$ cat src/design/qrs_div_cell.sv
// qrs_div_cell: one restoring division step for two dividends sharing a divisor
// depends on nothing; chained by quadratic_root_solver_core
module qrs_div_cell #(
  parameter int QW     = 34,
  parameter int DW     = 17,
  parameter int SIDE_W = 4
) (
  input  logic                clk,
  input  logic                rst,
  input  logic                en,
  input  logic                src_valid,
  input  logic [1:0][QW-1:0]  src_dvd,
  input  logic [1:0][DW-1:0]  src_rem,
  input  logic [1:0][QW-1:0]  src_quo,
  input  logic [DW-1:0]       src_den,
  input  logic [SIDE_W-1:0]   src_side,
  output logic                valid,
  output logic [1:0][QW-1:0]  dvd,
  output logic [1:0][DW-1:0]  rem,
  output logic [1:0][QW-1:0]  quo,
  output logic [DW-1:0]       den,
  output logic [SIDE_W-1:0]   side
);

  logic [1:0][DW:0]    rem_sh;
  logic [1:0][DW:0]    rem_sub;
  logic [1:0]          ge;
  logic [1:0][DW-1:0]  rem_next;
  logic [1:0][QW-1:0]  quo_next;
  logic [1:0][QW-1:0]  dvd_next;

  always_comb begin
    for (int l = 0; l < 2; l++) begin
      rem_sh[l]   = {src_rem[l], src_dvd[l][QW-1]};
      ge[l]       = rem_sh[l] >= {1'b0, src_den};
      rem_sub[l]  = rem_sh[l] - {1'b0, src_den};
      rem_next[l] = ge[l] ? rem_sub[l][DW-1:0] : rem_sh[l][DW-1:0];
      quo_next[l] = {src_quo[l][QW-2:0], ge[l]};
      dvd_next[l] = {src_dvd[l][QW-2:0], 1'b0};
    end
  end

  always_ff @(posedge clk) begin
    if (rst) begin
      valid <= 1'b0;
    end else if (en) begin
      valid <= src_valid;
    end
  end

  always_ff @(posedge clk) begin
    if (en) begin
      dvd  <= dvd_next;
      rem  <= rem_next;
      quo  <= quo_next;
      den  <= src_den;
      side <= src_side;
    end
  end

endmodule

$ cat config.mk
export PLATFORM = sky130hd
export DESIGN_NAME = qrs_div_cell
export DESIGN_NICKNAME = d
export VERILOG_FILES = /design/src/design/qrs_div_cell.sv
export SDC_FILE = /design/constraint.sdc
export NUM_CORES = 1
export LEC_CHECK = 0
export BUFFER_PORTS_ARGS = -buffer_cell sky130_fd_sc_hd__buf_2
export CORE_ASPECT_RATIO = 0.5
export CORE_MARGIN = 2
export CORE_UTILIZATION = 25
export CTS_BUF_LIST = sky130_fd_sc_hd__clkbuf_16
export CTS_CLUSTER_SIZE = 14
export DETAILED_ROUTE_END_ITERATION = 8
export PLACE_DENSITY = 0.55
export SYNTH_ARGS = -nofsm -noshare
export SYNTH_HDL_FRONTEND = slang
export SYNTH_SLANG_ARGS = --single-unit
$ cat constraint.sdc
create_clock -name clk -period 4.1 [get_ports clk]
set_clock_uncertainty 0.2 [all_clocks]
set_input_delay 0.205 -clock clk [delete_from_list [all_inputs] [get_ports clk]]
set_output_delay 0.205 -clock clk [all_outputs]
set_load 0.01 [all_outputs]
After elaboration in Yosys (flattened, before gate mapping) --
Index checks and enable logic that the tools add are counted.
Word-level totals: ROM bits 0, input port bits 195, register bits 190, RAM bits 0, bits in latches 0, output and inout port bits 192, word-level logic and storage cells 15, memories 0
Cells by class: $lt $le $gt $ge 2, divide/modulo/power cells 0, multipliers 0, equal/unequal tests 0, $add $sub $neg 2, bitwise gates (word level) 0, reduce and logical (&&, ||, !) cells 0, muxes and demuxes 2, shift-type cells 0
Operators by type and width (count):
- 18-bit by 17-bit greater-or-equal comparator with 1-bit output | 2
- 17-bit 2-to-1 mux | 2
- 17-bit subtractor | 2

Logic depth before layout (Yosys ltp) --
Gate-level depths: netlist of the first run.
word-level depth 2, gate-level depth with buffers 12

Worst setup path after synthesis of the first run --
No wires, ideal clock.
path type input-to-reg, start point input port src_dvd[67] (netlist bit), end point register rem[25] (netlist bit) (data pin), data required time 3.640 ns, path slack 1.467 ns, stages 11, setup time 0.260 ns, arrival time 2.172 ns, cells stage by stage inv_1 -> ha_1 -> inv_1 -> fa_1 -> a21o_1 -> and2_1 -> o31a_1 -> o21ai_4 -> inv_2 -> buf_6 -> mux2_4
RTL lines:
- start, declared | RTL line 12 | input logic [1:0][QW-1:0] src_dvd,
- end signal, assigned | RTL line 54 | rem <= rem_next;
- end, declared | RTL line 19 | output logic [1:0][DW-1:0] rem,

==> flow_metrics.env, run 1 <==
export IMPL_worstPathRequired_ns=4.09
export IMPL_crit_top_cell="inv_1"
export IMPL_syn_area_sq_um=8000
export IMPL_fin_nets=1324
export IMPL_cp_arrival_ns=3.12
export IMPL_hold_path_depth=3
export IMPL_wl_mm=26.2
export IMPL_cts_buffers_inserted=17
export IMPL_fmax_mhz=319
export IMPL_ant_nets=0
export IMPL_worstHoldPathType="in -> reg"
export IMPL_tritoncts="yes"
export IMPL_crit_path_end_kind="register"
export IMPL_synth_cell_types=63
export IMPL_fp_dieW_um=257
export IMPL_clk_pin_slew_ns=0.07
export IMPL_hold_end="rem[13]"
export IMPL_synth_simple_area_share=0.0563
export IMPL_grt_max_degree=81
export IMPL_drive_gt1_frac=0.406
export IMPL_layout_commonest_cell="buf_2"
export IMPL_grt_util_all_layers=0.149
export IMPL_viasPerCell=4.29
export IMPL_ctsHoldBuffers=188
export IMPL_synth_compound_area_frac=0.0968
export IMPL_rrSetupSlack_ns=2.76
export IMPL_async_flop_share=0
export IMPL_reg2reg_to="valid"
export IMPL_regArea_sq_um=5700
export IMPL_multi_input_area_sq_um=2130
export IMPL_ys_warn_count=0
export IMPL_hold_violations=0
export IMPL_cap_viol_max_count=0
export IMPL_h_tree_depth=4
export IMPL_rr_worst_depth=3
export IMPL_ys_ff_latch=190
export IMPL_synth_fa_ha_area_frac=0.0582
export IMPL_critPathSlowestCell="dlygate4sd3_1"
export IMPL_cts_root_buf="clkbuf_16"
export IMPL_design_area_sq_um=12900
export IMPL_dp_hpwl_mm=19.5
export IMPL_fin_crit_ns=3.13
export IMPL_drtPass1Iterations=5
export IMPL_synthCells=513
export IMPL_diodes=0
export IMPL_num_vias=6590
export IMPL_clk_latency_ns=0.43
export IMPL_io_pins=387
export IMPL_avgSynthCellArea_sq_um=15.6
export IMPL_numPortBuffers=382
export IMPL_core_sq_um=31600
export IMPL_start_util=0.253
export IMPL_fillers=2965
export IMPL_worst_setup_path_type="in -> reg"
export IMPL_critical_path_cell_chain="dlygate4sd3_1 > buf_2 > inv_1 > ha_1 > inv_1 > fa_1 > a21oi_1 > o211ai_1 > a221oi_1 > o21ai_0 > xor2_1 > mux2_2"
export IMPL_wire_per_inst_um=17.0
export IMPL_finalMaxSlewViolations=0
export IMPL_dieArea_sq_um=33500
export IMPL_final_cell_mix="buf_2, edfxtp_1, dlygate4sd3_1, nand2_1, ha_1"
export IMPL_p_leak_uw=0.00550
export IMPL_tightest_slew_ns=0.611
export IMPL_setup_tns_final_ns=0
export IMPL_grt_pass1_vias=6705
export IMPL_post_cts_setup_buffer_count=0
export IMPL_crit_fanout=3
export IMPL_area_growth_pct=60.9
export IMPL_p_per_area_nw_per_um2=390
export IMPL_cts_resized_gates=0
export IMPL_critPathMaxStageDelay_ns=0.55
export IMPL_max_vdd_ir_drop_mv=0.268
export IMPL_drt_initial_drc_count=378
export IMPL_cp_start_kind="input pin"
export IMPL_antenna_found_initial=0
export IMPL_synth_edf_count=189
export IMPL_overflow=0
export IMPL_synthMuxAreaShare=0.0327
export IMPL_drc=0
export IMPL_synth_xor_area_frac=0.0208
export IMPL_grt_pass1_wl_mm=37.9
export IMPL_rows=46
export IMPL_max_slew_margin_rel=0.593
export IMPL_postPlaceCellArea_sq_um=10400
export IMPL_numClockSinks=190
export IMPL_gp_congestion=0.877
export IMPL_yosysSeqAreaShare=0.712
export IMPL_critPathLaunch="src_dvd[33]"
export IMPL_chipHeight_um=131
export IMPL_hold_start="src_rem[12]"
export IMPL_synth_top_family_by_area="compound AO/OA/AOI/OAI gates"
export IMPL_cts_path_max_buffers=2
export IMPL_status="completed"
export IMPL_rsz0062_at_grt="false"
export IMPL_fin_crit_sh=0.764
export IMPL_synthFlopType="edfxtp_1"
export IMPL_r2r_start="valid"
export IMPL_finalSetupViolCount=0
[cells by family after synthesis]
kind of cell | after synthesis
mux | 22
compound gates | 112
other cells | 1
fa+ha+maj | 36
flops | 190
simple gates | 93
xor+xnor | 19
buf+inv | 40
[worst max-delay path, delay by kind of cell]
| kind | cells | cell delay (ns) |
|---|---|---|
| AO/OA/AOI/OAI | 4 | 1.11 |
| XOR/XNOR | 1 | 0.18 |
| adder cells (fa/ha/maj) | 2 | 0.56 |
| buffers and inverters | 4 | 0.79 |
| multiplexers | 1 | 0.27 |
[cell type report]
class                           count  share of cell area
Multi-Input combinational cell    284               0.165
Clock inverter                     14              0.0117
Tap cell                          432              0.0420
Clock buffer                       17              0.0330
Timing Repair Buffer              573               0.298
Sequential cell                   190               0.442
Inverter                           27             0.00787
[state kept, by name (all words and copies together) (netlist names)]
| name | count |
|---|---|
| rem | 34 |
| den | 17 |
| dvd | 66 |
| valid | 1 |
| quo | 68 |
| side | 4 |
[report_power, final]
part	total [uW]	internal, uW	switching, uW
registers	2400	2350	50.6
clock network	1630	809	821
logic	987	480	507
total	5020	3640	1380
[Yosys cell counts (6+ instances only)]
cell      instances  share of area
a21o_1           15          0.014
a21oi_1          26          0.016
edfxtp_1        189           0.71
ha_1             34          0.053
inv_1            25          0.012
mux2_2           17          0.024
nand2_1          34          0.016
nand3_1          13         0.0081
nor2_1           17         0.0080
o21a_1           10         0.0094
o21ai_0          18          0.011
o31ai_1           6         0.0056
xnor2_1          16          0.018
[stage by stage]
stage	hold WS, ns	instances	setup slack (ns)	total power (uW)	util
3_5_place_dp	0.170	1318	1.08	3290	0.330
5_1_grt	0.0524	1537	0.804	5250	0.408
6_report	0.0863	1537	0.968	5020	0.408
4_1_cts	0.0475	1537	0.964	5080	0.408
3_3_place_gp	0.166	1318	1.13	3270	0.330
2_1_floorplan	0.0774	514	1.47	2870	-
[worst max-delay path by stage]
stage / end / slack (ns) / cells after the start
2_1_floorplan: rem[25] / 1.47 / 11
3_3_place_gp: rem[14] / 1.13 / 11
3_5_place_dp: rem[10] / 1.08 / 12
4_1_cts: rem[10] / 0.96 / 13
5_1_grt: rem[10] / 0.80 / 13
6_report: rem[14] / 0.97 / 12
[metal layers]
| metal | global-route usage | up-vias | wire [um] |
|---|---|---|---|
| met3 | 0.0340 | 39 | 1120 |
| met5 | 0 | - | 0 |
| met4 | 0.0537 | 0 | 558 |
| li1 | - | 3132 | - |
| met2 | 0.266 | 165 | 14000 |
| met1 | 0.179 | 3254 | 10500 |
Note: power is estimated with default switching activity, not from simulation.
==> run 2: changes to the inputs <==
--- a/config.mk
+++ b/config.mk
@@ -12,7 +12,7 @@
 export CTS_BUF_LIST = sky130_fd_sc_hd__clkbuf_16
 export CTS_CLUSTER_SIZE = 14
 export DETAILED_ROUTE_END_ITERATION = 8
-export PLACE_DENSITY = 0.55
+export PLACE_DENSITY = 0.56
 export SYNTH_ARGS = -nofsm -noshare
 export SYNTH_HDL_FRONTEND = slang
 export SYNTH_SLANG_ARGS = --single-unit
==> constraint.sdc (replaced) <==
create_clock -name clk -period 2.6 [get_ports clk]
set_clock_uncertainty 0.2 [all_clocks]
set_input_delay 0.13 -clock clk [delete_from_list [all_inputs] [get_ports clk]]
set_output_delay 0.13 -clock clk [all_outputs]
set_load 0.01 [all_outputs]
==> flow_metrics.env, run 2 (synthesized netlist as in run 1, its figures left out) <==
export IMPL_num_vias=6861
export IMPL_max_vdd_ir_drop_mv=0.372
export IMPL_hold_end="rem[18]"
export IMPL_grt_max_degree=55
export IMPL_drtPass1Iterations=4
export IMPL_status="finished with violations"
export IMPL_final_util=0.424
export IMPL_hold_start="src_rem[17]"
export IMPL_rr_worst_depth=3
export IMPL_cts_buffers_inserted=17
export IMPL_p_per_area_nw_per_um2=611
export IMPL_start_util=0.253
export IMPL_dp_cells=1365
export IMPL_fin_nets=1374
export IMPL_finalMaxSlewViolations=0
export IMPL_p_sw_frac=0.282
export IMPL_cts_path_max_buffers=2
export IMPL_cp_arrival_ns=2.60
export IMPL_p_comb_frac=0.209
export IMPL_numClockSinks=190
export IMPL_ant_nets=0
export IMPL_postPlaceCellArea_sq_um=10800
export IMPL_fin_crit_sh=0.985
export IMPL_power_frac_seq=0.462
export IMPL_power_switching_uw=2310
export IMPL_gp_congestion=0.894
export IMPL_p_leak_uw=0.00576
export IMPL_finalPower_uw=8180
export IMPL_clk_latency_ns=0.44
export IMPL_clkPwrFrac=0.329
export IMPL_grt_util_all_layers=0.159
export IMPL_grt_pass1_wl_mm=40.0
export IMPL_dieArea_sq_um=33500
export IMPL_finalSetupViolCount=0
export IMPL_core_sq_um=31600
export IMPL_diodes=0
export IMPL_grt_pass1_vias=6988
export IMPL_design_area_sq_um=13400
export IMPL_hold_path_depth=4
export IMPL_final_cells=1588
export IMPL_fmax_mhz=391
export IMPL_holdWs_ns=-0.00896
export IMPL_drive_gt1_frac=0.439
export IMPL_r2r_start="valid"
export IMPL_reg2reg_to="valid"
export IMPL_fin_crit_ns=2.56
export IMPL_wire_per_inst_um=17.4
export IMPL_crit_path_end_kind="register"
export IMPL_numPortBuffers=382
export IMPL_wl_mm=27.6
export IMPL_post_cts_setup_buffer_count=0
export IMPL_final_cell_mix="buf_2, dlygate4sd3_1, edfxtp_1, buf_4, nand2_1"
export IMPL_drc=0
export IMPL_dp_worst_setup_slack_ns=-0.266
export IMPL_worstHoldPathType="in -> reg"
export IMPL_tritoncts="yes"
export IMPL_io_pins=387
export IMPL_clk_pin_slew_ns=0.08
export IMPL_rows=46
export IMPL_fillers=2976
export IMPL_cp_start_kind="input pin"
export IMPL_top_regs="quo x68, dvd x66, rem x34"
export IMPL_h_tree_depth=4
export IMPL_drt_initial_drc_count=372
export IMPL_largest_reg_flops=68
export IMPL_tightest_slew_ns=0.516
export IMPL_dp_hpwl_mm=20.5
export IMPL_max_slew_margin_rel=0.655
export IMPL_cts_root_buf="clkbuf_16"
export IMPL_worstPathRequired_ns=2.64
export IMPL_rsz0062_at_grt="true"
export IMPL_rrSetupSlack_ns=1.18
export IMPL_fin_ws_ns=0.0399
export IMPL_fp_dieW_um=257
export IMPL_regMostFlops="quo"
export IMPL_chipHeight_um=131
export IMPL_area_growth_pct=67.4
export IMPL_cap_viol_max_count=0
export IMPL_overflow=0
export IMPL_crit_fanout=6
export IMPL_hold_violations=1
export IMPL_violations="negative hold slack"
export IMPL_worst_setup_path_type="in -> reg"
export IMPL_antenna_found_initial=0
export IMPL_viasPerCell=4.32
export IMPL_internal_power_uw=5880
export IMPL_layout_commonest_cell="buf_2"
run 2: cell types whose count changed in the layout (fill, tap and decap cells not counted), sizes merged:
| cell | previous run | this run |
|---|---|---|
| buf | 384 | 431 |
| clkinv | 8 | 6 |
| dlygate4sd3 | 188 | 191 |
| inv | 32 | 35 |
run 2: final cells by class:
type / count / area, sq um / area share
clock buffer: 17 / 425 / 0.0317
clock inverter: 15 / 185 / 0.0138
inverter: 27 / 106 / 0.00794
multi-input combinational: 284 / 2210 / 0.165
sequential: 190 / 5700 / 0.425
tap: 432 / 541 / 0.0403
timing repair buffer: 623 / 4230 / 0.316
run 2: worst max-delay path by stage:
stage	end	start	slack (ns)
6_report	rem[30]	src_rem[22]	0.04
5_1_grt	rem[30]	src_rem[22]	-0.04
4_1_cts	rem[23]	src_rem[21]	0.007
3_5_place_dp	rem[32]	src_den[1]	-0.27
3_3_place_gp	rem[32]	src_den[1]	-0.23
2_1_floorplan	rem[25]	src_dvd[67]	0.04
run 2: power groups by stage:
stage	logic [uW]	registers [uW]	clock network, uW
4_1_cts	1690	3790	2770
2_1_floorplan	519	4010	0
5_1_grt	1850	3810	2890
6_report	1710	3780	2690
3_3_place_gp	1430	3850	0
3_5_place_dp	1450	3850	0
run 2: metrics by stage:
| step | hold slack, ns | setup TNS (ns) |
|---|---|---|
| after global routing | 0.0108 | -0.0551 |
| after CTS | -0.199 | 0 |
| after detailed placement | 0.0981 | -1.77 |
| final | -0.00896 | 0 |
| after floorplan | 0.00238 | 0 |
| after global placement | 0.0980 | -0.828 |
run 2: critical path, cell delays in order:
cell and delay (ns):
dlygate4sd3_1 0.55, buf_2 0.14, ha_1 0.34, a21oi_1 0.27, o21ai_4 0.13, nand3_1 0.12, and3_1 0.21, mux2_2 0.35
o41ai_2 0.36
run 2: routing by layer:
metal | up-vias | part of all wire | track usage
met5 | - | 0 | 0
met4 | 0 | 0.024 | 0.0581
met3 | 38 | 0.045 | 0.0392
met2 | 174 | 0.53 | 0.284
met1 | 3415 | 0.40 | 0.187
li1 | 3234 | - | -
run 2: timing repair:
item                                    in CTS  in global routing
hold buffers                               189                  2
resized for setup                            0                 22
endpoints found under the setup margin       0                 26
endpoints found under the hold margin      188                  2
