`src/design/qrs_sqrt_cell.sv`:
```
// qrs_sqrt_cell: one radix-2 step of a restoring square root, registered
// depends on nothing; chained by quadratic_root_solver_core
module qrs_sqrt_cell #(
  parameter int SW     = 33,
  parameter int SIDE_W = 34
) (
  input  logic              clk,
  input  logic              rst,
  input  logic              en,
  input  logic              src_valid,
  input  logic [2*SW-1:0]   src_rad,
  input  logic [SW:0]       src_rem,
  input  logic [SW-1:0]     src_root,
  input  logic [SIDE_W-1:0] src_side,
  output logic              valid,
  output logic [2*SW-1:0]   rad,
  output logic [SW:0]       rem,
  output logic [SW-1:0]     root,
  output logic [SIDE_W-1:0] side
);

  logic [SW+2:0]   rem_sh;
  logic [SW+2:0]   trial;
  logic [SW+2:0]   rem_sub;
  logic            ge;
  logic [SW:0]     rem_next;
  logic [SW-1:0]   root_next;
  logic [2*SW-1:0] rad_next;

  always_comb begin
    rem_sh    = {src_rem, src_rad[2*SW-1 -: 2]};
    trial     = {1'b0, src_root, 2'b01};
    ge        = rem_sh >= trial;
    rem_sub   = rem_sh - trial;
    rem_next  = ge ? rem_sub[SW:0] : rem_sh[SW:0];
    root_next = {src_root[SW-2:0], ge};
    rad_next  = {src_rad[2*SW-3:0], 2'b00};
  end

  always_ff @(posedge clk) begin
    if (rst) begin
      valid <= 1'b0;
    end else if (en) begin
      valid <= src_valid;
    end
  end

  always_ff @(posedge clk) begin
    if (en) begin
      rad  <= rad_next;
      rem  <= rem_next;
      root <= root_next;
      side <= src_side;
    end
  end

endmodule

```
`config.mk`:
```
export PLATFORM = sky130hd
export DESIGN_NAME = qrs_sqrt_cell
export DESIGN_NICKNAME = d
export VERILOG_FILES = /design/src/design/qrs_sqrt_cell.sv
export SDC_FILE = /design/constraint.sdc
export NUM_CORES = 1
export LEC_CHECK = 0
export BUFFER_PORTS_ARGS = -buffer_cell sky130_fd_sc_hd__buf_2
export CAP_MARGIN = 15
export CORE_AREA = 4 4 129 131
export CTS_CLUSTER_SIZE = 14
export DETAILED_ROUTE_END_ITERATION = 12
export DIE_AREA = 0 0 133 135
export HOLD_SLACK_MARGIN = 0.02
export PLACE_DENSITY = 0.9
export RECOVER_POWER = 100
export SLEW_MARGIN = 15
export SYNTH_ARGS = -nofsm -noshare
export SYNTH_HDL_FRONTEND = slang
export SYNTH_SLANG_ARGS = --single-unit
```
`constraint.sdc`:
```
create_clock -name clk -period 8.6 [get_ports clk]
set_input_delay 1.29 -clock clk [delete_from_list [all_inputs] [get_ports clk]]
set_output_delay 1.29 -clock clk [all_outputs]
set_load 0.02 [all_outputs]
```
; After elaboration in Yosys (flattened, before gate mapping)
; Cells that the tools add are included.
[totals]
reg_bits = 166
inputBits = 171
output_inout_bits = 168
word_cells = 8
[op_classes]
addsub = 1
magnitude_cmp = 1
muxes = 1
[op_table]
columns = op, n
row1 = 36-bit by 35-bit >= comparator with 1-bit output, 1
row2 = 34-bit two-way mux, 1
row3 = 34-bit subtractor, 1

; Depth between registers and ports, before layout
; Gate-level depths: netlist (run 1).
[logic_depth]
ltp_word = 2
depth_mapped = 13
ltp_nobuf = 11

; Worst setup path before layout (run 1)
; Ideal clock, no wire load.
[synth_path]
path_kind = input port to flip-flop
startpoint = input src_root[11]
endpoint = register rem[24] (data pin)
setup_ns = 0.260
arrival_time_ns = 3.383
required_time_ns = 8.340
setup_slack_ns = 4.957
path_stages = 11
path_buffers = 2
path_cell_list = inv_1 ha_1 clkbuf_1 a21o_1 a31oi_1 o221ai_2 a21o_1 a211oi_4 inv_2 buf_4 mux2_4
[synth_via]
elab_chain_cells = 2
word_cells_on_any_way = 3
classes_between = 1 x add/sub / 1 x order compare / 1 x mux
[synth_rtl]
columns = element, line_no
row1 = from (decl), 13  ; input logic [SW-1:0] src_root,
row2 = 36-bit by 35-bit >= comparator with 1-bit output, 33  ; ge = rem_sh >= trial;
row3 = named net ge, 25  ; logic ge;
row4 = 34-bit two-way mux, 35  ; rem_next = ge ? rem_sub[SW:0] : rem_sh[SW:0];
row5 = named net rem_next[24], 26  ; logic [SW:0] rem_next;
row6 = to (signal assigned), 51  ; rem <= rem_next;
row7 = to (decl), 17  ; output logic [SW:0] rem,
; The timed path passes the listed nets, and every way through them passes these cells.
; A chain may end at the register's enable or synchronous reset.

==> implementation parameters, run 1 <==
Parameter                              Value

Setup path
  Critical path start-end classification ... primary input to register
  Crit-path max FO ... 87
  Worst Reg-to-Reg Cells ... 2
  Critical R2R Launch ... valid$_SDFFE_PP0P_
  CP Data Required Time ... between 8000 and 9000 ps
  Kind of start point of the critical path ... primary input
  WP data arrival ... slightly above 6000 ps
  Capture point of the worst reg-to-reg path ... valid$_SDFFE_PP0P_
  Endpoint class of the critical path ... register
  Slack of the worst reg-to-reg path ... around 7900 ps

Run
  MaxCap Viol Count ... 2

Clocking
  Depth of the CTS H-tree ... 4
  CTS Root Cell ... sky130_fd_sc_hd__clkbuf_16
  Clock tree from TritonCTS ... done
  Clock net sink count ... approximately 170
  Setup Fix Bufs, Post-CTS ... 0
  Post-CTS Hold Fix Bufs ... 0
  Register clock-pin slew on the reported worst setup and hold paths ... about 70 ps
  Clock Latency Late Sink ... ~420 ps
  Clock buffers created by TritonCTS ... 17
  Cells resized by post-CTS repair ... 0
  Maximum buffer depth of the clock tree ... 2

Power
  P per Cell Area ... about 220 nW/um2
  Worst vdd ir ... approximately 0.00014 V
  Overall power of the completed layout ... 2.148 mW
  Leakage ... 3.810 nW

Synthesis
  Area share of the leading cell type in the synthesized netlist ... 0.6772
  Yosys cell types ... 54
  Leading post-synthesis cells by instance count ... 165 x sky130_fd_sc_hd__edfxtp_1, 47 x sky130_fd_sc_hd__nand2_1, 45 x sky130_fd_sc_hd__inv_1, 43 x sky130_fd_sc_hd__o21ai_0, 40 x sky130_fd_sc_hd__a21oi_1
  Post-synth top flop ... sky130_fd_sc_hd__edfxtp_1
  Synth top area cells ... sky130_fd_sc_hd__edfxtp_1 68%, sky130_fd_sc_hd__ha_1 6.0%, sky130_fd_sc_hd__o21ai_0 2.9%, sky130_fd_sc_hd__a21oi_1 2.7%, sky130_fd_sc_hd__nand2_1 2.4%
  Async set or reset register ratio after synthesis ... 0
  Leading cell type by number of instances after synthesis ... sky130_fd_sc_hd__edfxtp_1
  Cell count after synthesis ... between 500 and 600
  Register bit count reported by yosys ... between 150 and 200
  Cell Area, Synth ... approximately 7300 um2
  Largest area contributor in the netlist ... sky130_fd_sc_hd__edfxtp_1
  Post-synth EDFFs ... around 170
  Warning count from the yosys run ... 0
  Proportion of synthesized chip area in sequential cells ... 0.6799
  Mean Syn Cell Area ... approximately 13 um2

Min path
  Worst hold stages ... 2
  Worst Hold Class ... register to register
  Hold path start ... valid$_SDFFE_PP0P_
  Worst hold endpoint ... valid$_SDFFE_PP0P_

Cells and area
  Layout overhead on the synthesized area ... 30.78%
  Final core occ ... 0.6135
  Final #Nets ... 1093
  Fraction of final layout cells sized beyond drive strength 1 ... 0.2089
  Non-filler cells, final ... 1127

Floorplanning
  Width of the die ... between 100 and 150 um
  Row count ... 46
  Initial core utilization ... 0.4691
  Number of top-level pins ... 339
  Die height ... around 140 um
  Total die area ... between 15000 and 20000 um2
  Core footprint ... between 15000 and 20000 um2

GRT
  Via count of the first global-routing pass ... ~5800
  Pin count of the biggest net entering global routing ... slightly below 90
  Total GRT Usage ... 0.2274
  Overflow after GRT ... 0
  Wire length of the first global-routing pass ... 31.09 mm
  Initial antenna violation count ... 9

Timing
  Worst slew margin ... -2.086
  Fin Setup TNS ... 0 ps
  Unrepaired setup endpoints after global routing ... no
  F_max ... about 170 MHz
  Worst Tran Pin Value ... 4629 ps
  Hold violation count in the final report ... 0
  Endpoints failing setup ... 0
  Largest clock skew in the final design ... 0 ps
  Max Transition Viols Final ... roughly 140
  Fraction of the cycle the final worst path needs ... 0.6699
  Post-layout min period ... ~5800 ps

Drt
  Average vias per placed instance ... roughly 5.1
  Total number of vias ... roughly 5700
  Number of DRC violations after detailed-routing iteration 0 ... between 300 and 400
  DR DRC count ... 0
  WL final ... approximately 21 mm
  Post-route ant nets ... 0
  DR WL/cell ... about 19 um
  First-pass iteration count of the detailed router ... 6

Placed design
  Number of placed cells counting well taps ... 1084
  Final HPWL from detailed placement ... approximately 17 mm
  Port Buf Inserts ... 336
  Routability congestion estimate from global placement ... about 0.89

Outcome
  Failing checks ... max-capacitance violations, max-slew violations
  Run status ... finished with violations
[layout by cell type, fill, tap and decap left out, types with 2 or more instances in the layout]
master and count:
sky130_fd_sc_hd__and3_1 2, sky130_fd_sc_hd__or4_1 2, sky130_fd_sc_hd__o21bai_1 7, sky130_fd_sc_hd__xor2_1 14, sky130_fd_sc_hd__a41oi_1 2, sky130_fd_sc_hd__nand2_1 47, sky130_fd_sc_hd__diode_2 11, sky130_fd_sc_hd__nor3_1 2
sky130_fd_sc_hd__clkinv_8 2, sky130_fd_sc_hd__clkbuf_16 17, sky130_fd_sc_hd__o22ai_1 2, sky130_fd_sc_hd__ha_1 35, sky130_fd_sc_hd__o211ai_1 5, sky130_fd_sc_hd__or3_1 2, sky130_fd_sc_hd__a211oi_1 5, sky130_fd_sc_hd__inv_1 45
sky130_fd_sc_hd__nor2b_1 2, sky130_fd_sc_hd__inv_6 4, sky130_fd_sc_hd__nor2_1 24, sky130_fd_sc_hd__o221ai_1 2, sky130_fd_sc_hd__inv_8 5, sky130_fd_sc_hd__a21o_1 8, sky130_fd_sc_hd__xnor2_1 12, sky130_fd_sc_hd__nand2b_1 9
sky130_fd_sc_hd__edfxtp_1 165, sky130_fd_sc_hd__nand4_1 11, sky130_fd_sc_hd__conb_1 2, sky130_fd_sc_hd__nand3_1 7, sky130_fd_sc_hd__a21oi_1 40, sky130_fd_sc_hd__clkbuf_1 184, sky130_fd_sc_hd__buf_2 152, sky130_fd_sc_hd__o21ai_1 3
sky130_fd_sc_hd__o21ai_0 44, sky130_fd_sc_hd__nor4_1 4, sky130_fd_sc_hd__mux2_1 3, sky130_fd_sc_hd__clkinv_4 2, sky130_fd_sc_hd__a31oi_1 4, sky130_fd_sc_hd__a311oi_1 2
[cell families after synthesis]
group / after synthesis / synth area share
xor+xnor: 26 / 0.03112
mux: 4 / 0.007011
buf+inv: 61 / 0.03352
fa+ha+maj: 35 / 0.05985
compound gates: 135 / 0.1134
flops: 166 / 0.6799
other cells: 1 / 0.0005125
simple gates: 116 / 0.07473
[per-stage QoR]
step                setup WS (ps)  area [um2]  hold slack [ps]
detailed placement           4265        9221            587.8
global route                 2332        9569            596.7
floorplan                    4957        7321            578.8
finish                       2839        9569            585.9
global placement             4302        9221            474.8
CTS                          4704        9799            603.0
[area by class of cell]
class,count,area [um2]
Antenna cell,11,27.53
Clock buffer,17,425.4
Clock inverter,15,152.6
Fill cell,1302,6028
Inverter,46,172.7
Multi-Input combinational cell,318,2083
Sequential cell,166,4975
Tap cell,216,270.3
Timing Repair Buffer,338,1463
[per-layer routing]
| layer | part of all wire | vias to the layer above | GRT usage |
|---|---|---|---|
| met3 | 0.072 | 42 | 0.07004 |
| met2 | 0.54 | 239 | 0.4165 |
| met4 | 0.031 | 0 | 0.1033 |
| met5 | 0 | - | 0 |
| met1 | 0.35 | 2723 | 0.2396 |
| li1 | - | 2729 | - |
[where the power goes]
| group | total, mW | switching [mW] | internal (mW) |
|---|---|---|---|
| Combinational | 0.399 | 0.274 | 0.125 |
| Sequential | 1.01 | 0.0206 | 0.984 |
| Clock | 0.744 | 0.356 | 0.388 |
[worst max path at each step]
stage,endpoint,cells after the start,start
2_1_floorplan,rem[24]$_DFFE_PP_,11,src_root[11]
3_3_place_gp,rem[24]$_DFFE_PP_,12,src_root[1]
3_5_place_dp,rem[21]$_DFFE_PP_,12,src_root[1]
4_1_cts,rem[21]$_DFFE_PP_,12,src_root[1]
5_1_grt,valid$_SDFFE_PP0P_,4,en
6_report,valid$_SDFFE_PP0P_,4,en
[critical path, cell delays in order]
cell and delay (ps):
sky130_fd_sc_hd__clkbuf_1 3190, sky130_fd_sc_hd__buf_4 1150, sky130_fd_sc_hd__mux2i_1 300, sky130_fd_sc_hd__nor2_1 80
[registers in the layout, indices dropped and copies added (netlist names)]
register / count
rad: 64
rem: 34
side: 34
root: 33
valid: 1
Note: power is estimated with default switching activity, not from simulation.
==> run 2: changes to the inputs <==
--- a/config.mk
+++ b/config.mk
@@ -5,14 +5,15 @@
 export SDC_FILE = /design/constraint.sdc
 export NUM_CORES = 1
 export LEC_CHECK = 0
+export ABC_AREA = 1
 export BUFFER_PORTS_ARGS = -buffer_cell sky130_fd_sc_hd__buf_2
 export CAP_MARGIN = 15
-export CORE_AREA = 4 4 129 131
+export CORE_MARGIN = 4
+export CORE_UTILIZATION = 44
 export CTS_CLUSTER_SIZE = 14
 export DETAILED_ROUTE_END_ITERATION = 12
-export DIE_AREA = 0 0 133 135
 export HOLD_SLACK_MARGIN = 0.02
-export PLACE_DENSITY = 0.9
+export PLACE_DENSITY = 0.86
 export RECOVER_POWER = 100
 export SLEW_MARGIN = 15
 export SYNTH_ARGS = -nofsm -noshare
==> constraint.sdc (replaced) <==
create_clock -name clk -period 4.7 [get_ports clk]
set_input_delay 0.705 -clock clk [delete_from_list [all_inputs] [get_ports clk]]
set_output_delay 0.705 -clock clk [all_outputs]
set_load 0.02 [all_outputs]
==> implementation parameters, run 2 <==
Parameter                              Value

Power
  Leakage ... slightly below 5 nW
  P per Cell Area ... about 380 nW/um2
  Overall power of the completed layout ... ~4 mW
  Worst vdd ir ... between 0.0002 and 0.00025 V

Clocking
  Maximum buffer depth of the clock tree ... 2
  Clock buffers created by TritonCTS ... 17
  CTS Root Cell ... sky130_fd_sc_hd__clkbuf_16
  Clock Latency Late Sink ... between 400 and 500 ps
  Setup Fix Bufs, Post-CTS ... 0
  Register clock-pin slew on the reported worst setup and hold paths ... around 70 ps
  Clock net sink count ... ~170
  Post-CTS Hold Fix Bufs ... 0
  Depth of the CTS H-tree ... 4
  Clock tree from TritonCTS ... done
  Cells resized by post-CTS repair ... 0

Synthesis
  Leading post-synthesis cells by instance count ... 262 x sky130_fd_sc_hd__nand2_1, 165 x sky130_fd_sc_hd__edfxtp_1, 140 x sky130_fd_sc_hd__inv_1, 46 x sky130_fd_sc_hd__nor2_1, 37 x sky130_fd_sc_hd__nand3_1
  Proportion of synthesized chip area in sequential cells ... 0.6071
  Post-synth EDFFs ... 165
  Warning count from the yosys run ... 0
  Cell count after synthesis ... 817
  Register bit count reported by yosys ... between 150 and 200
  Mean Syn Cell Area ... between 10 and 15 um2
  Leading cell type by number of instances after synthesis ... sky130_fd_sc_hd__nand2_1
  Async set or reset register ratio after synthesis ... 0
  Cell Area, Synth ... 8194 um2
  Post-synth top flop ... sky130_fd_sc_hd__edfxtp_1
  Area share of the leading cell type in the synthesized netlist ... 0.6047
  Largest area contributor in the netlist ... sky130_fd_sc_hd__edfxtp_1
  Yosys cell types ... 34
  Synth top area cells ... sky130_fd_sc_hd__edfxtp_1 60%, sky130_fd_sc_hd__nand2_1 12%, sky130_fd_sc_hd__inv_1 6.4%, sky130_fd_sc_hd__ha_1 5.3%, sky130_fd_sc_hd__nand3_1 2.3%

Run
  MaxCap Viol Count ... 1

Setup path
  Stage delay of the slowest cell on the critical path ... between 1500 and 2000 ps
  CP Data Required Time ... about 4700 ps
  CP delay by family, top ... buffers and inverters
  Critical path start-end classification ... primary input to register
  Series of cell instances along the critical path ... buf_6 > clkbuf_2
  Cell with the biggest individual delay on the critical path ... sky130_fd_sc_hd__clkbuf_2
  Crit-path max FO ... 94
  Kind of start point of the critical path ... primary input
  WP data arrival ... between 3000 and 4000 ps
  Crit path buf inv count ... 2
  Path length in cells of the critical path ... 2
  Worst Reg-to-Reg Cells ... 2
  Endpoint class of the critical path ... register

Drt
  Total number of vias ... approximately 6700
  DR DRC count ... 0
  First-pass iteration count of the detailed router ... 5
  Number of DRC violations after detailed-routing iteration 0 ... between 300 and 400
  Post-route ant nets ... 0
  WL final ... about 25 mm
  DR WL/cell ... around 18 um
  Average vias per placed instance ... approximately 4.8

Timing
  Worst hold margin ... ~420 ps
  F_max ... between 300 and 400 MHz
  Unrepaired setup endpoints after global routing ... no
  Worst slew margin ... -0.5020
  Largest clock skew in the final design ... 0 ps
  Fin Setup TNS ... 0 ps
  Max Transition Viols Final ... 95
  Post-layout min period ... roughly 3000 ps
  Hold violation count in the final report ... 0
  Endpoints failing setup ... 0
  Worst Tran Pin Value ... roughly 2300 ps
  Fraction of the cycle the final worst path needs ... 0.6406

Cells and area
  Final core occ ... 0.5718
  Commonest cells after routing, fill and taps aside ... 280 x sky130_fd_sc_hd__nand2_1, 186 x sky130_fd_sc_hd__clkbuf_1, 165 x sky130_fd_sc_hd__edfxtp_1
  Non-filler cells, final ... between 1000 and 1500
  Filler Cell Count ... 1698
  Top register by number of flip-flops ... rad
  Fraction of final layout cells sized beyond drive strength 1 ... 0.1766
  Largest registers ... rad: 64 flops, rem: 34 flops, side: 34 flops
  Max reg flops ... between 60 and 70
  Leading cell type in the layout, fill and taps excluded ... sky130_fd_sc_hd__nand2_1
  Layout overhead on the synthesized area ... 26.65%
  Final #Nets ... 1372

Outcome
  Run status ... finished with violations
  Failing checks ... max-capacitance violations, max-slew violations

Floorplanning
  Total die area ... roughly 21000 um2
  Number of top-level pins ... 339
  Die height ... around 140 um
  Width of the die ... 144.5 um
  Row count ... 49
  Core footprint ... approximately 18000 um2
  Initial core utilization ... 0.4515

Min path
  Worst Hold Class ... primary input to register
  Worst hold stages ... 2

Placed design
  Routability congestion estimate from global placement ... ~0.95
  Port Buf Inserts ... approximately 340
  Number of placed cells counting well taps ... roughly 1400
  Final HPWL from detailed placement ... roughly 20 mm

GRT
  Pin count of the biggest net entering global routing ... 95
  Wire length of the first global-routing pass ... 35.85 mm
  Initial antenna violation count ... 8
  Via count of the first global-routing pass ... 6611
  Overflow after GRT ... 0
  Total GRT Usage ... 0.2300
run 2: cell count changes after synthesis, sizes merged, moves of 5 or more:
cell / change
nand4: -5
nand2: +245
a211oi: -6
inv: +96
a21oi: -14
a21o: -8
nand3b: +5
o21ai: -35
nand2b: -9
xnor2: -10
clkbuf: -8
nor2: +30
o211ai: -6
nand3: +32
run 2: where the power goes:
group	leakage, nW	switching [mW]	internal, mW
Sequential	1.62	0.0419	1.80
Clock	0.262	0.642	0.700
Combinational	2.92	0.569	0.234
run 2: path summary, 6_finish.rpt:
| check | startpoint | end | slack [ps] |
|---|---|---|---|
| hold / removal | rst | valid$_SDFFE_PP0P_ | 420 |
| setup reg to reg | valid$_SDFFE_PP0P_ | valid$_SDFFE_PP0P_ | 4050 |
| hold reg to reg | valid$_SDFFE_PP0P_ | valid$_SDFFE_PP0P_ | 560 |
| setup / recovery | en | rad[29]$_DFFE_PP_ | 1690 |
run 2: cell families after synthesis:
family                   after synthesis  synth area share
buffers and inverters                150           0.07757
AND/OR/NAND/NOR                      405            0.2141
other                                  1         0.0004576
multiplexers                           1          0.001222
XOR/XNOR                              18           0.01924
AO/OA/AOI/OAI                         41           0.02687
adder cells (fa/ha/maj)               35           0.05344
flip-flops                           166            0.6071
run 2: per-layer routing:
layer	GRT usage	vias up	routed length (um)
li1	-	3344	-
met1	0.2561	3072	9173
met2	0.4170	251	13320
met3	0.06515	48	2157
met4	0.08591	4	580
met5	0	-	27
run 2: through the flow:
step | setup slack, ps | area [um2]
after detailed placement | 1849 | 10100
final | 1689 | 10380
after floorplan | 2387 | 8198
after global placement | 1880 | 10100
after CTS | 2291 | 10660
after global routing | 1428 | 10380
run 2: area by class of cell:
type,instances,area [um2],share of cell area
Antenna cell,6,15.01,0.001447
Clock buffer,17,425.4,0.04099
Clock inverter,14,141.4,0.01362
Inverter,142,540.5,0.05209
Multi-Input combinational cell,502,2534,0.2442
Sequential cell,166,4975,0.4794
Tap cell,229,286.5,0.02761
Timing Repair Buffer,337,1460,0.1407
